[config.mk]
export PLATFORM = sky130hd
export DESIGN_NAME = xor_checked_report_frame_parser_flat
export DESIGN_NICKNAME = d
export VERILOG_FILES = /design/src/rtl/xcrfp_pkg.sv /design/src/rtl/xcrfp_intf.sv /design/src/rtl/xcrfp_cfg.sv /design/src/rtl/xcrfp_parse.sv /design/src/rtl/xor_checked_report_frame_parser.sv /design/src/flat_wrapper.sv
export VERILOG_INCLUDE_DIRS = /design/src /design/src/rtl
export SDC_FILE = /design/constraint.sdc
export NUM_CORES = 1
export LEC_CHECK = 0
export BUFFER_PORTS_ARGS = -buffer_cell sky130_fd_sc_hd__buf_2
export CORE_ASPECT_RATIO = 2
export CORE_MARGIN = 2
export CORE_UTILIZATION = 26
export CTS_BUF_LIST = sky130_fd_sc_hd__clkbuf_16
export DETAILED_ROUTE_END_ITERATION = 6
export HOLD_SLACK_MARGIN = 0.08
export PLACE_DENSITY_LB_ADDON = 0.08
export SLEW_MARGIN = 20
export SYNTH_ARGS = -nofsm -noshare
export SYNTH_HDL_FRONTEND = slang
export SYNTH_SLANG_ARGS = --single-unit
[constraint.sdc]
create_clock -name clk -period 3.37 [get_ports clk]
set_clock_uncertainty 0.1 [all_clocks]
set_input_delay 0.1685 -clock clk [delete_from_list [all_inputs] [get_ports clk]]
set_output_delay 0.1685 -clock clk [all_outputs]
set_load 0.005 [all_outputs]
[src/rtl/xor_checked_report_frame_parser_macros.svh]
// assertion macros shared by the report frame parser rtl
`ifndef XOR_CHECKED_REPORT_FRAME_PARSER_MACROS_SVH
`define XOR_CHECKED_REPORT_FRAME_PARSER_MACROS_SVH

// same-cycle implication, checked on clk outside reset
`define XCRFP_ASSERT_IMPL(label, pre, post, msg) \
	label: assert property (@(posedge clk) disable iff (!arst_n) (pre) |-> (post)) \
		else $error(msg);

// next-cycle implication, checked on clk outside reset
`define XCRFP_ASSERT_NEXT(label, pre, post, msg) \
	label: assert property (@(posedge clk) disable iff (!arst_n) (pre) |=> (post)) \
		else $error(msg);

`endif

[src/rtl/xcrfp_pkg.sv]
// types and constants of the report frame parser
package xcrfp_pkg;

	localparam int BYTE_W    = 8;
	localparam int VALUE_W   = 16;
	localparam int POS_W     = 3;
	localparam int REG_IDX_W = 2;

	// configuration register indexes
	localparam logic [REG_IDX_W-1:0] REG_START = 2'd0;
	localparam logic [REG_IDX_W-1:0] REG_ACK   = 2'd1;
	localparam logic [REG_IDX_W-1:0] REG_NAK   = 2'd2;

	localparam logic [BYTE_W-1:0] START_RESET = 8'd0;
	localparam logic [BYTE_W-1:0] ACK_RESET   = 8'd6;
	localparam logic [BYTE_W-1:0] NAK_RESET   = 8'd21;

	// frame byte positions
	localparam logic [POS_W-1:0] POS_IDLE  = 3'd0;
	localparam logic [POS_W-1:0] POS_ID    = 3'd1;
	localparam logic [POS_W-1:0] POS_INDEX = 3'd2;
	localparam logic [POS_W-1:0] POS_VAL_H = 3'd3;
	localparam logic [POS_W-1:0] POS_VAL_L = 3'd4;
	localparam logic [POS_W-1:0] POS_CHECK = 3'd5;

	// beat op codes
	localparam logic OP_BYTE    = 1'b0;
	localparam logic OP_RELEASE = 1'b1;

	typedef struct packed {
		logic [BYTE_W-1:0] start_code;
		logic [BYTE_W-1:0] ack_code;
		logic [BYTE_W-1:0] nak_code;
	} codes_t;

	typedef struct packed {
		logic               ack_seen;
		logic               nak_seen;
		logic               report_ready;
		logic [BYTE_W-1:0]  report_id;
		logic [BYTE_W-1:0]  report_index;
		logic [VALUE_W-1:0] report_value;
	} result_t;

endpackage

[src/rtl/xcrfp_intf.sv]
// valid/ready channels carrying input beats and result beats
interface xcrfp_in_if;
	import xcrfp_pkg::*;

	logic              valid;
	logic              ready;
	logic              op;
	logic [BYTE_W-1:0] rx_byte;

	modport source (output valid, output op, output rx_byte, input ready);
	modport sink (input valid, input op, input rx_byte, output ready);
endinterface

interface xcrfp_out_if;
	import xcrfp_pkg::*;

	logic               valid;
	logic               ready;
	logic               ack_seen;
	logic               nak_seen;
	logic               report_ready;
	logic [BYTE_W-1:0]  report_id;
	logic [BYTE_W-1:0]  report_index;
	logic [VALUE_W-1:0] report_value;

	modport source (output valid, output ack_seen, output nak_seen, output report_ready,
		output report_id, output report_index, output report_value, input ready);
	modport sink (input valid, input ack_seen, input nak_seen, input report_ready,
		input report_id, input report_index, input report_value, output ready);
endinterface

[src/rtl/xcrfp_cfg.sv]
// configuration registers: start, ack and nak codes
module xcrfp_cfg (
	input  logic                            clk,
	input  logic                            arst_n,
	input  logic                            wr_en,
	input  logic [xcrfp_pkg::REG_IDX_W-1:0] wr_index,
	input  logic [xcrfp_pkg::BYTE_W-1:0]    wr_data,
	output xcrfp_pkg::codes_t               codes
);
	import xcrfp_pkg::*;

	codes_t codes_q;

	always_ff @(posedge clk or negedge arst_n) begin
		if (!arst_n) begin
			codes_q.start_code <= START_RESET;
			codes_q.ack_code   <= ACK_RESET;
			codes_q.nak_code   <= NAK_RESET;
		end else if (wr_en) begin
			unique case (wr_index)
				REG_START: codes_q.start_code <= wr_data;
				REG_ACK:   codes_q.ack_code   <= wr_data;
				REG_NAK:   codes_q.nak_code   <= wr_data;
				default: ;
			endcase
		end
	end

	assign codes = codes_q;

endmodule

[src/rtl/xcrfp_parse.sv]
// frame parser state and per-beat update with xor check
module xcrfp_parse (
	input  logic                         clk,
	input  logic                         arst_n,
	input  logic                         step,
	input  logic                         op,
	input  logic [xcrfp_pkg::BYTE_W-1:0] rx_byte,
	input  xcrfp_pkg::codes_t            codes,
	output xcrfp_pkg::result_t           result
);
	import xcrfp_pkg::*;

	logic               in_frame_q, in_frame_d;
	logic [POS_W-1:0]   pos_q, pos_d;
	logic [BYTE_W-1:0]  xor_q, xor_d;
	logic               held_q, held_d;
	logic [BYTE_W-1:0]  id_q, id_d;
	logic [BYTE_W-1:0]  index_q, index_d;
	logic [VALUE_W-1:0] value_q, value_d;
	logic               ack, nak;
	logic [BYTE_W-1:0]  xor_next;

	assign xor_next = xor_q ^ rx_byte;

	always_comb begin
		in_frame_d = in_frame_q;
		pos_d      = pos_q;
		xor_d      = xor_q;
		held_d     = held_q;
		id_d       = id_q;
		index_d    = index_q;
		value_d    = value_q;
		ack        = 1'b0;
		nak        = 1'b0;
		if (op == OP_RELEASE) begin
			held_d = 1'b0;
		end else if (!in_frame_q && rx_byte == codes.ack_code) begin
			ack = 1'b1;
		end else if (!in_frame_q && rx_byte == codes.nak_code) begin
			nak = 1'b1;
		end else if (!held_q) begin
			if (!in_frame_q) begin
				if (rx_byte == codes.start_code) begin
					in_frame_d = 1'b1;
					pos_d      = POS_ID;
					xor_d      = rx_byte;
				end
			end else begin
				xor_d = xor_next;
				pos_d = pos_q + POS_W'(1);
				unique case (pos_q)
					POS_ID:    id_d = rx_byte;
					POS_INDEX: index_d = rx_byte;
					POS_VAL_H: value_d = {rx_byte, value_q[BYTE_W-1:0]};
					POS_VAL_L: value_d = {value_q[VALUE_W-1:BYTE_W], rx_byte};
					POS_CHECK: begin
						held_d     = (xor_next == '0);
						in_frame_d = 1'b0;
						pos_d      = POS_IDLE;
					end
					default: begin
						in_frame_d = 1'b0;
						pos_d      = POS_IDLE;
					end
				endcase
			end
		end
	end

	always_ff @(posedge clk or negedge arst_n) begin
		if (!arst_n) begin
			in_frame_q <= 1'b0;
			pos_q      <= POS_IDLE;
			xor_q      <= '0;
			held_q     <= 1'b0;
			id_q       <= '0;
			index_q    <= '0;
			value_q    <= '0;
		end else if (step) begin
			in_frame_q <= in_frame_d;
			pos_q      <= pos_d;
			xor_q      <= xor_d;
			held_q     <= held_d;
			id_q       <= id_d;
			index_q    <= index_d;
			value_q    <= value_d;
		end
	end

	always_comb begin
		result.ack_seen     = ack;
		result.nak_seen     = nak;
		result.report_ready = held_d;
		result.report_id    = held_d ? id_d : '0;
		result.report_index = held_d ? index_d : '0;
		result.report_value = held_d ? value_d : '0;
	end

`include "xor_checked_report_frame_parser_macros.svh"

	`XCRFP_ASSERT_IMPL(a_frame_excludes_held, 1'b1, !(in_frame_q && held_q), "frame while held")
	`XCRFP_ASSERT_IMPL(a_pos_in_range, in_frame_q, (pos_q >= POS_ID && pos_q <= POS_CHECK), "bad pos")
	`XCRFP_ASSERT_NEXT(a_release_clears, step && op == OP_RELEASE, !held_q, "release kept report")
	`XCRFP_ASSERT_IMPL(a_flag_outside_frame, step && (ack || nak), !in_frame_q && !(ack && nak), "flag")

endmodule

[src/rtl/xor_checked_report_frame_parser.sv]
// report frame parser top level: input stage, parse stage and result register
// One beat enters per clock while the result channel accepts: a received byte or a release.
// Each accepted beat gives one result beat, passing the input register, then the parse
// update into the result register. The rate is one beat per cycle, set by the state update
// of the parse stage; back-pressure on the result channel stalls the input after the one beat
// held in the input register.
module xor_checked_report_frame_parser (
	input  logic                            clk,
	input  logic                            arst_n,
	input  logic                            wr_en,
	input  logic [xcrfp_pkg::REG_IDX_W-1:0] wr_index,
	input  logic [xcrfp_pkg::BYTE_W-1:0]    wr_data,
	xcrfp_in_if.sink                        req,
	xcrfp_out_if.source                     rsp
);
	import xcrfp_pkg::*;

	codes_t            codes;
	result_t           result;
	result_t           result_q;
	logic              valid_s1;
	logic              op_s1;
	logic [BYTE_W-1:0] byte_s1;
	logic              out_valid_q;
	logic              advance;

	xcrfp_cfg u_cfg (
		.clk      (clk),
		.arst_n   (arst_n),
		.wr_en    (wr_en),
		.wr_index (wr_index),
		.wr_data  (wr_data),
		.codes    (codes)
	);

	assign advance   = valid_s1 && (!out_valid_q || rsp.ready);
	assign req.ready = !valid_s1 || advance;

	always_ff @(posedge clk or negedge arst_n) begin
		if (!arst_n) begin
			valid_s1 <= 1'b0;
		end else if (req.valid && req.ready) begin
			valid_s1 <= 1'b1;
		end else if (advance) begin
			valid_s1 <= 1'b0;
		end
	end

	always_ff @(posedge clk) begin
		if (req.valid && req.ready) begin
			op_s1   <= req.op;
			byte_s1 <= req.rx_byte;
		end
	end

	xcrfp_parse u_parse (
		.clk     (clk),
		.arst_n  (arst_n),
		.step    (advance),
		.op      (op_s1),
		.rx_byte (byte_s1),
		.codes   (codes),
		.result  (result)
	);

	always_ff @(posedge clk or negedge arst_n) begin
		if (!arst_n) begin
			out_valid_q <= 1'b0;
		end else if (advance) begin
			out_valid_q <= 1'b1;
		end else if (rsp.ready) begin
			out_valid_q <= 1'b0;
		end
	end

	always_ff @(posedge clk) begin
		if (advance) begin
			result_q <= result;
		end
	end

	assign rsp.valid        = out_valid_q;
	assign rsp.ack_seen     = result_q.ack_seen;
	assign rsp.nak_seen     = result_q.nak_seen;
	assign rsp.report_ready = result_q.report_ready;
	assign rsp.report_id    = result_q.report_id;
	assign rsp.report_index = result_q.report_index;
	assign rsp.report_value = result_q.report_value;

`include "xor_checked_report_frame_parser_macros.svh"

	`XCRFP_ASSERT_IMPL(a_stall_means_busy, !req.ready, valid_s1 && out_valid_q, "input stalled with a free stage")
	`XCRFP_ASSERT_NEXT(a_advance_fills_out, advance, out_valid_q, "parsed beat did not reach the result register")
	`XCRFP_ASSERT_NEXT(a_out_holds, out_valid_q && !rsp.ready, out_valid_q, "result beat lost while stalled")

endmodule

[src/flat_wrapper.sv]
// flat-port wrapper written by rule: the top's interface ports become plain ports
module xor_checked_report_frame_parser_flat import xcrfp_pkg::*;
  (clk, arst_n, wr_en, wr_index, wr_data, req_valid, req_op, req_rx_byte, req_ready, rsp_valid, rsp_ack_seen, rsp_nak_seen, rsp_report_ready, rsp_report_id, rsp_report_index, rsp_report_value, rsp_ready);
  xcrfp_in_if req_i ();
  xcrfp_out_if rsp_i ();
  input  logic clk;
  input  logic arst_n;
  input  logic wr_en;
  input  logic [xcrfp_pkg::REG_IDX_W-1:0] wr_index;
  input  logic [xcrfp_pkg::BYTE_W-1:0] wr_data;
  input wire logic [$bits(req_i.valid)-1:0] req_valid;
  input wire logic [$bits(req_i.op)-1:0] req_op;
  input wire logic [$bits(req_i.rx_byte)-1:0] req_rx_byte;
  output wire logic [$bits(req_i.ready)-1:0] req_ready;
  output wire logic [$bits(rsp_i.valid)-1:0] rsp_valid;
  output wire logic [$bits(rsp_i.ack_seen)-1:0] rsp_ack_seen;
  output wire logic [$bits(rsp_i.nak_seen)-1:0] rsp_nak_seen;
  output wire logic [$bits(rsp_i.report_ready)-1:0] rsp_report_ready;
  output wire logic [$bits(rsp_i.report_id)-1:0] rsp_report_id;
  output wire logic [$bits(rsp_i.report_index)-1:0] rsp_report_index;
  output wire logic [$bits(rsp_i.report_value)-1:0] rsp_report_value;
  input wire logic [$bits(rsp_i.ready)-1:0] rsp_ready;
  assign req_i.valid = req_valid;
  assign req_i.op = req_op;
  assign req_i.rx_byte = req_rx_byte;
  assign req_ready = req_i.ready;
  assign rsp_valid = rsp_i.valid;
  assign rsp_ack_seen = rsp_i.ack_seen;
  assign rsp_nak_seen = rsp_i.nak_seen;
  assign rsp_report_ready = rsp_i.report_ready;
  assign rsp_report_id = rsp_i.report_id;
  assign rsp_report_index = rsp_i.report_index;
  assign rsp_report_value = rsp_i.report_value;
  assign rsp_i.ready = rsp_ready;
  xor_checked_report_frame_parser u_core (.clk(clk), .arst_n(arst_n), .wr_en(wr_en), .wr_index(wr_index), .wr_data(wr_data), .req(req_i), .rsp(rsp_i));
endmodule
Yosys cells after proc, flatten, opt, wreduce, memory -nomap -nowiden --
Index checks and enable logic that the tools add are counted.
Storage, ports and cells: register bits after elaboration 115, input bits 24, logic and storage cells 95
Cells by class: $add $sub $neg 1, eq/ne operators 10, mux-type cells 38, bitwise gates (word level) 5, reduce and logical (&&, ||, !) cells 21
Operators by type and width (number):
- $mux 8 | 14
- $mux 16 | 5
- $pmux 16 s2 | 1
- $eq 8x8->1 | 3
- $mux 1 | 15
- $mux 3 | 3
- $logic_not 8->1 | 1
- $xor 8x8->8 | 1
- $eq 3x2->1 const B | 2
- $eq 3x3->1 const B | 2
- $reduce_and 2->1 | 3
- $reduce_and 6->1 | 1
- $reduce_bool 2->1 | 3
- $reduce_and 5->1 | 1
- $logic_and 1x1->1 | 4
- $not 1->1 | 4
- $reduce_or 4->1 | 1
- $add 3x1->3 const B | 1
- $eq 3x1->1 const B | 1
- $logic_not 1->1 | 3
- $eq 2x1->1 const B | 1
- $eq 2x2->1 const B | 1
- $logic_not 2->1 | 1
- $logic_or 1x1->1 | 2
- $reduce_or 2->1 | 1

Longest topological paths before layout --
depth after elaboration 8, depth in mapped cells 9

Modules after synthesis --
A second synthesis with hierarchy kept.
Unflattened totals: cells, all modules 446, area total of the unflattened synthesis 5481.5 µm²
By module, submodules not included:
- xcrfp_parse | times used 1, cells each 343, area each 3138.0 µm²
- xor_checked_report_frame_parser | times used 1, cells each 52, area each 1425.1 µm²
- xcrfp_cfg | times used 1, cells each 51, area each 918.4 µm²

Worst setup path after synthesis --
Ideal clock, no wire load.
kind register -> register, start point reg u_core.out_valid_q, in the netlist u_core.rsp.valid, end point reg u_core.u_parse.id_q[0], setup time 125 ps, data arrival time 2361 ps, data required time 3145 ps, setup slack 784 ps, cell stages (with the launch flop) 6, path buffers 0, period minus slack after synthesis 2586 ps, cells stage by stage dfrtp_1 -> nand2b_1 -> nand2_1 -> clkinv_1 -> nand3_1 -> mux2_2
On the way: longest elaborated chain between the ends 3
RTL lines:
- start, declared | line xor_checked_report_frame_parser.sv:24 | logic out_valid_q;
- start signal, assigned | line xor_checked_report_frame_parser.sv:68 | out_valid_q <= 1'b0;
- start signal, assigned | line xor_checked_report_frame_parser.sv:70 | out_valid_q <= 1'b1;
- start signal, assigned | line xor_checked_report_frame_parser.sv:72 | out_valid_q <= 1'b0;
- $logic_not 1->1 | line xor_checked_report_frame_parser.sv:36 | assign advance = valid_s1 && (!out_valid_q || rsp.ready);
- $logic_or 1x1->1 | line xor_checked_report_frame_parser.sv:36
- $logic_and 1x1->1 | line xor_checked_report_frame_parser.sv:36
- net u_core.advance | line xor_checked_report_frame_parser.sv:25 | logic advance;
- end signal, assigned | line xcrfp_parse.sv:84 | id_q <= id_d;
- end, declared | line xcrfp_parse.sv:17 | logic [BYTE_W-1:0] id_q, id_d;
The timed path passes the listed nets, and every way through them passes these cells. A chain may end at the register's enable or synchronous reset.

Worst setup path in the final report --
start point reg u_core.byte_s1[5], end point reg u_core.u_parse.xor_q[7]
On the way: longest elaborated chain between the ends 4, elaborated cells on any way between the ends 9
RTL lines:
- start, declared | line xor_checked_report_frame_parser.sv:23 | logic [BYTE_W-1:0] byte_s1;
- start signal, assigned | line xor_checked_report_frame_parser.sv:52 | byte_s1 <= req.rx_byte;
- $eq 8x8->1 (on tied branches) | line xcrfp_parse.sv:39, xcrfp_parse.sv:37
- $logic_and 1x1->1 (on tied branches) | line xcrfp_parse.sv:39, xcrfp_parse.sv:37
- $not 1->1 (no source line)
- $reduce_and 6->1 (no source line) *
- end signal, assigned | line xcrfp_parse.sv:82 | xor_q <= xor_d;
- end, declared | line xcrfp_parse.sv:15 | logic [BYTE_W-1:0] xor_q, xor_d;
Every way passes the cells marked *; elsewhere a longest branch is shown, timed or not.

==> results.yml <==
status:
  status: "finished clean"
critical_path:
  cp-end-kind: "register"
  worst_setup_path_start_kind: "register"
  cp_data_arrival_time_ns: 2.91
  critPathRequiredTime_ns: 3.53
  criticalPathCategory: "reg2reg"
  cp_max_fo: 9
clocking:
  cts_tree: "yes"
  cts-root-buf: "clkbuf_16"
  ctsResizeCount: 0
  post-cts-setup-buffers: 0
  h-tree-depth: 4
  cts-buffers-inserted: 17
  insertion_delay_ns: 0.43
  path_clk_slew_ns: 0.06
  clock_path_buffers: 2
  cts.sinks: 115
routing:
  dr.pass1.iters: 6
  drc: 0
  wl_um: 13800
  drt_first_iter_violations: 127
  wire_per_inst_um: 17.9
  vias_per_cell: 4.65
  vias: 3598
  drtAntennaViolNets: 0
logic_synthesis:
  syn-mean-instance-area_um2: 12.6
  ys_top_cells_by_count: "dfrtp_1, edfxtp_1, mux2_2"
  netlist_top_cells_area: "dfrtp_1, edfxtp_1, mux2_2"
  synth-async-reset-ratio: 0.617
  synth-edff-count: 44
  synth_seq_cells: 115
  synth_fp_nets: 447
  synthCells: 418
  synthDistinctLibCells: 44
  yosys.area.top_type: "dfrtp_1"
  synth.most_common_cell: "dfrtp_1"
  synth_top_area_share: 0.315
  synth_seq_area_share: 0.591
  netlist_area_um2: 5250
  ys_warn_count: 0
  synth_flop_cell: "dfrtp_1"
pwr:
  power_leakage_nw: 2.62
  power.density_nw_per_um2: 593
  peakVddDrop_mv: 0.342
sta:
  slew_headroom: 0.394
  rsz0062_at_grt: "false"
  finalSetupViolations: 0
  tightest_slew_ns: 0.902
  slew_viol_final: 0
  min_period_ns: 2.74
  tns_ns: 0
  fmaxAchievable_ghz: 0.365
  post-route-period-util: 0.813
  hold_violations: 0
  hold_slack_ns: 0.127
global_route:
  grt_max_degree: 41
  antenna_found_initial: 0
  grtUsageTotal: 0.139
  first_global_vias: 3784
  grt_pass1_wl_um: 22100
  grt-ovfl-total: 0
final_layout:
  multiInputGateArea_um2: 1960
  nets: 527
  area_growth_pct: 25.4
  drive_gt1_frac: 0.297
  seq_area_um2: 3100
  fill_cells: 2024
  antenna_cells: 0
placed_design:
  dp_hpwl_um: 9720
  gp_congestion: 0.746
  portBuffers: 60
floorplanning:
  fp.dieW_um: 104
  fp.dieH_um: 205
  initial_core_util: 0.265
  core_area_um2: 19800
  io_pins: 61
  die-area_um2: 21400
  rows: 73
job:
  max_cap_violations: 0
worst_hold_path:
  holdCritPathClass: "in2reg"
## through the flow
stage / instances / cell area (um2) / setup slack [ns] / utilization / power [mW]
floorplan: 418 / 5250 / 0.784 / - / 1.97
global placement: 720 / 5800 / 0.676 / 0.293 / 2.13
detailed placement: 720 / 5800 / 0.628 / 0.293 / 2.14
CTS: 773 / 6590 / 0.610 / 0.332 / 3.97
global route: 773 / 6590 / 0.459 / 0.332 / 4.08
finish: 773 / 6590 / 0.629 / 0.332 / 3.91
## critical path, stage by stage, from the launching register on
cell and delay, ns:
edfxtp_1 0.58, xnor2_1 0.35, nand3_1 0.11, or4_1 0.49
nand4bb_1 0.54, nand3b_1 0.26, o221ai_1 0.14
## report_power, final
group	internal [mW]	leakage (nW)	total, mW	switching [mW]
clock network	1.14	0.291	1.79	0.648
registers	1.59	1.34	1.70	0.112
logic	0.215	0.986	0.416	0.201
## cell usage in the layout (no fill, tap or decap), types with 6 or more instances in the layout
| cell type | count |
|---|---|
| nand4_1 | 6 |
| inv_1 | 9 |
| a22oi_1 | 16 |
| dfrtp_1 | 66 |
| o221ai_1 | 7 |
| buf_2 | 60 |
| nand2b_1 | 16 |
| nor2_1 | 19 |
| nor3_1 | 6 |
| dlygate4sd3_1 | 21 |
| clkbuf_16 | 17 |
| xnor2_1 | 26 |
| nand3b_1 | 11 |
| nand2_1 | 32 |
| edfxtp_1 | 44 |
| mux2_2 | 40 |
| a21oi_1 | 17 |
| nand3_1 | 23 |
| buf_4 | 9 |
| a22o_1 | 14 |
## metal layers
metal	part of all wire	vias up	track usage
li1	-	1673	-
met1	0.38	1803	0.147
met2	0.55	95	0.255
met3	0.039	27	0.0302
met4	0.031	0	0.0738
met5	0	-	0
## cells by family (layout without fill, tap and decap cells)
logic type	Yosys count	count (layout)	share of synthesized area
buffers and inverters	35	128	0.0365
multiplexers	42	42	0.0896
AO/OA/AOI/OAI	64	64	0.0896
XOR/XNOR	31	31	0.0546
AND/OR/NAND/NOR	126	126	0.127
adder cells (fa/ha/maj)	5	5	0.0119
flip-flops	115	115	0.591
## worst paths after layout
check | end | from | cells past startpoint | slack, ns
min | u_core.u_cfg.codes[18] | wr_index[1] | 3 | 0.13
max | u_core.u_parse.xor_q[7] | u_core.byte_s1[5] | 6 | 0.63
max in group asynchronous | u_core.u_cfg.codes[10] | arst_n | 3 | 2.13
min in group asynchronous | u_core.u_cfg.codes[21] | arst_n | 2 | 0.27
min reg2reg | u_core.rsp.valid | u_core.valid_s1 | 1 | 0.39
max reg2reg | u_core.u_parse.xor_q[7] | u_core.byte_s1[5] | 6 | 0.63
## registers in the layout, indices dropped and copies added, names as in the netlist
signal	flops
u_core.valid_s1	1
u_core.byte_s1	8
u_core.u_parse.pos_q	3
u_core.op_s1	1
u_core.u_parse.xor_q	8
u_core.rsp.report_id	8
u_core.u_parse.index_q	8
u_core.u_parse.held_q	1
u_core.u_parse.id_q	8
u_core.u_parse.in_frame_q	1
u_core.rsp.report_value	16
u_core.u_parse.value_q	16
u_core.u_cfg.codes	24
u_core.rsp.nak_seen	1
u_core.rsp.valid	1
u_core.rsp.report_index	8
u_core.rsp.report_ready	1
u_core.rsp.ack_seen	1
## layout make-up
type | instances | area share
clock inverter | 15 | 0.0234
clock buffer | 17 | 0.0646
multi-input combinational | 268 | 0.297
tap | 262 | 0.0498
sequential | 115 | 0.471
timing repair buffer | 91 | 0.0908
inverter | 5 | 0.00285
## what timing repair did
action / CTS / global route
hold buffers: 21 / 0
endpoints found under the setup margin: 0 / 0
hold endpoints to repair: 66 / 0
Note: power is estimated with default switching activity, not from simulation.
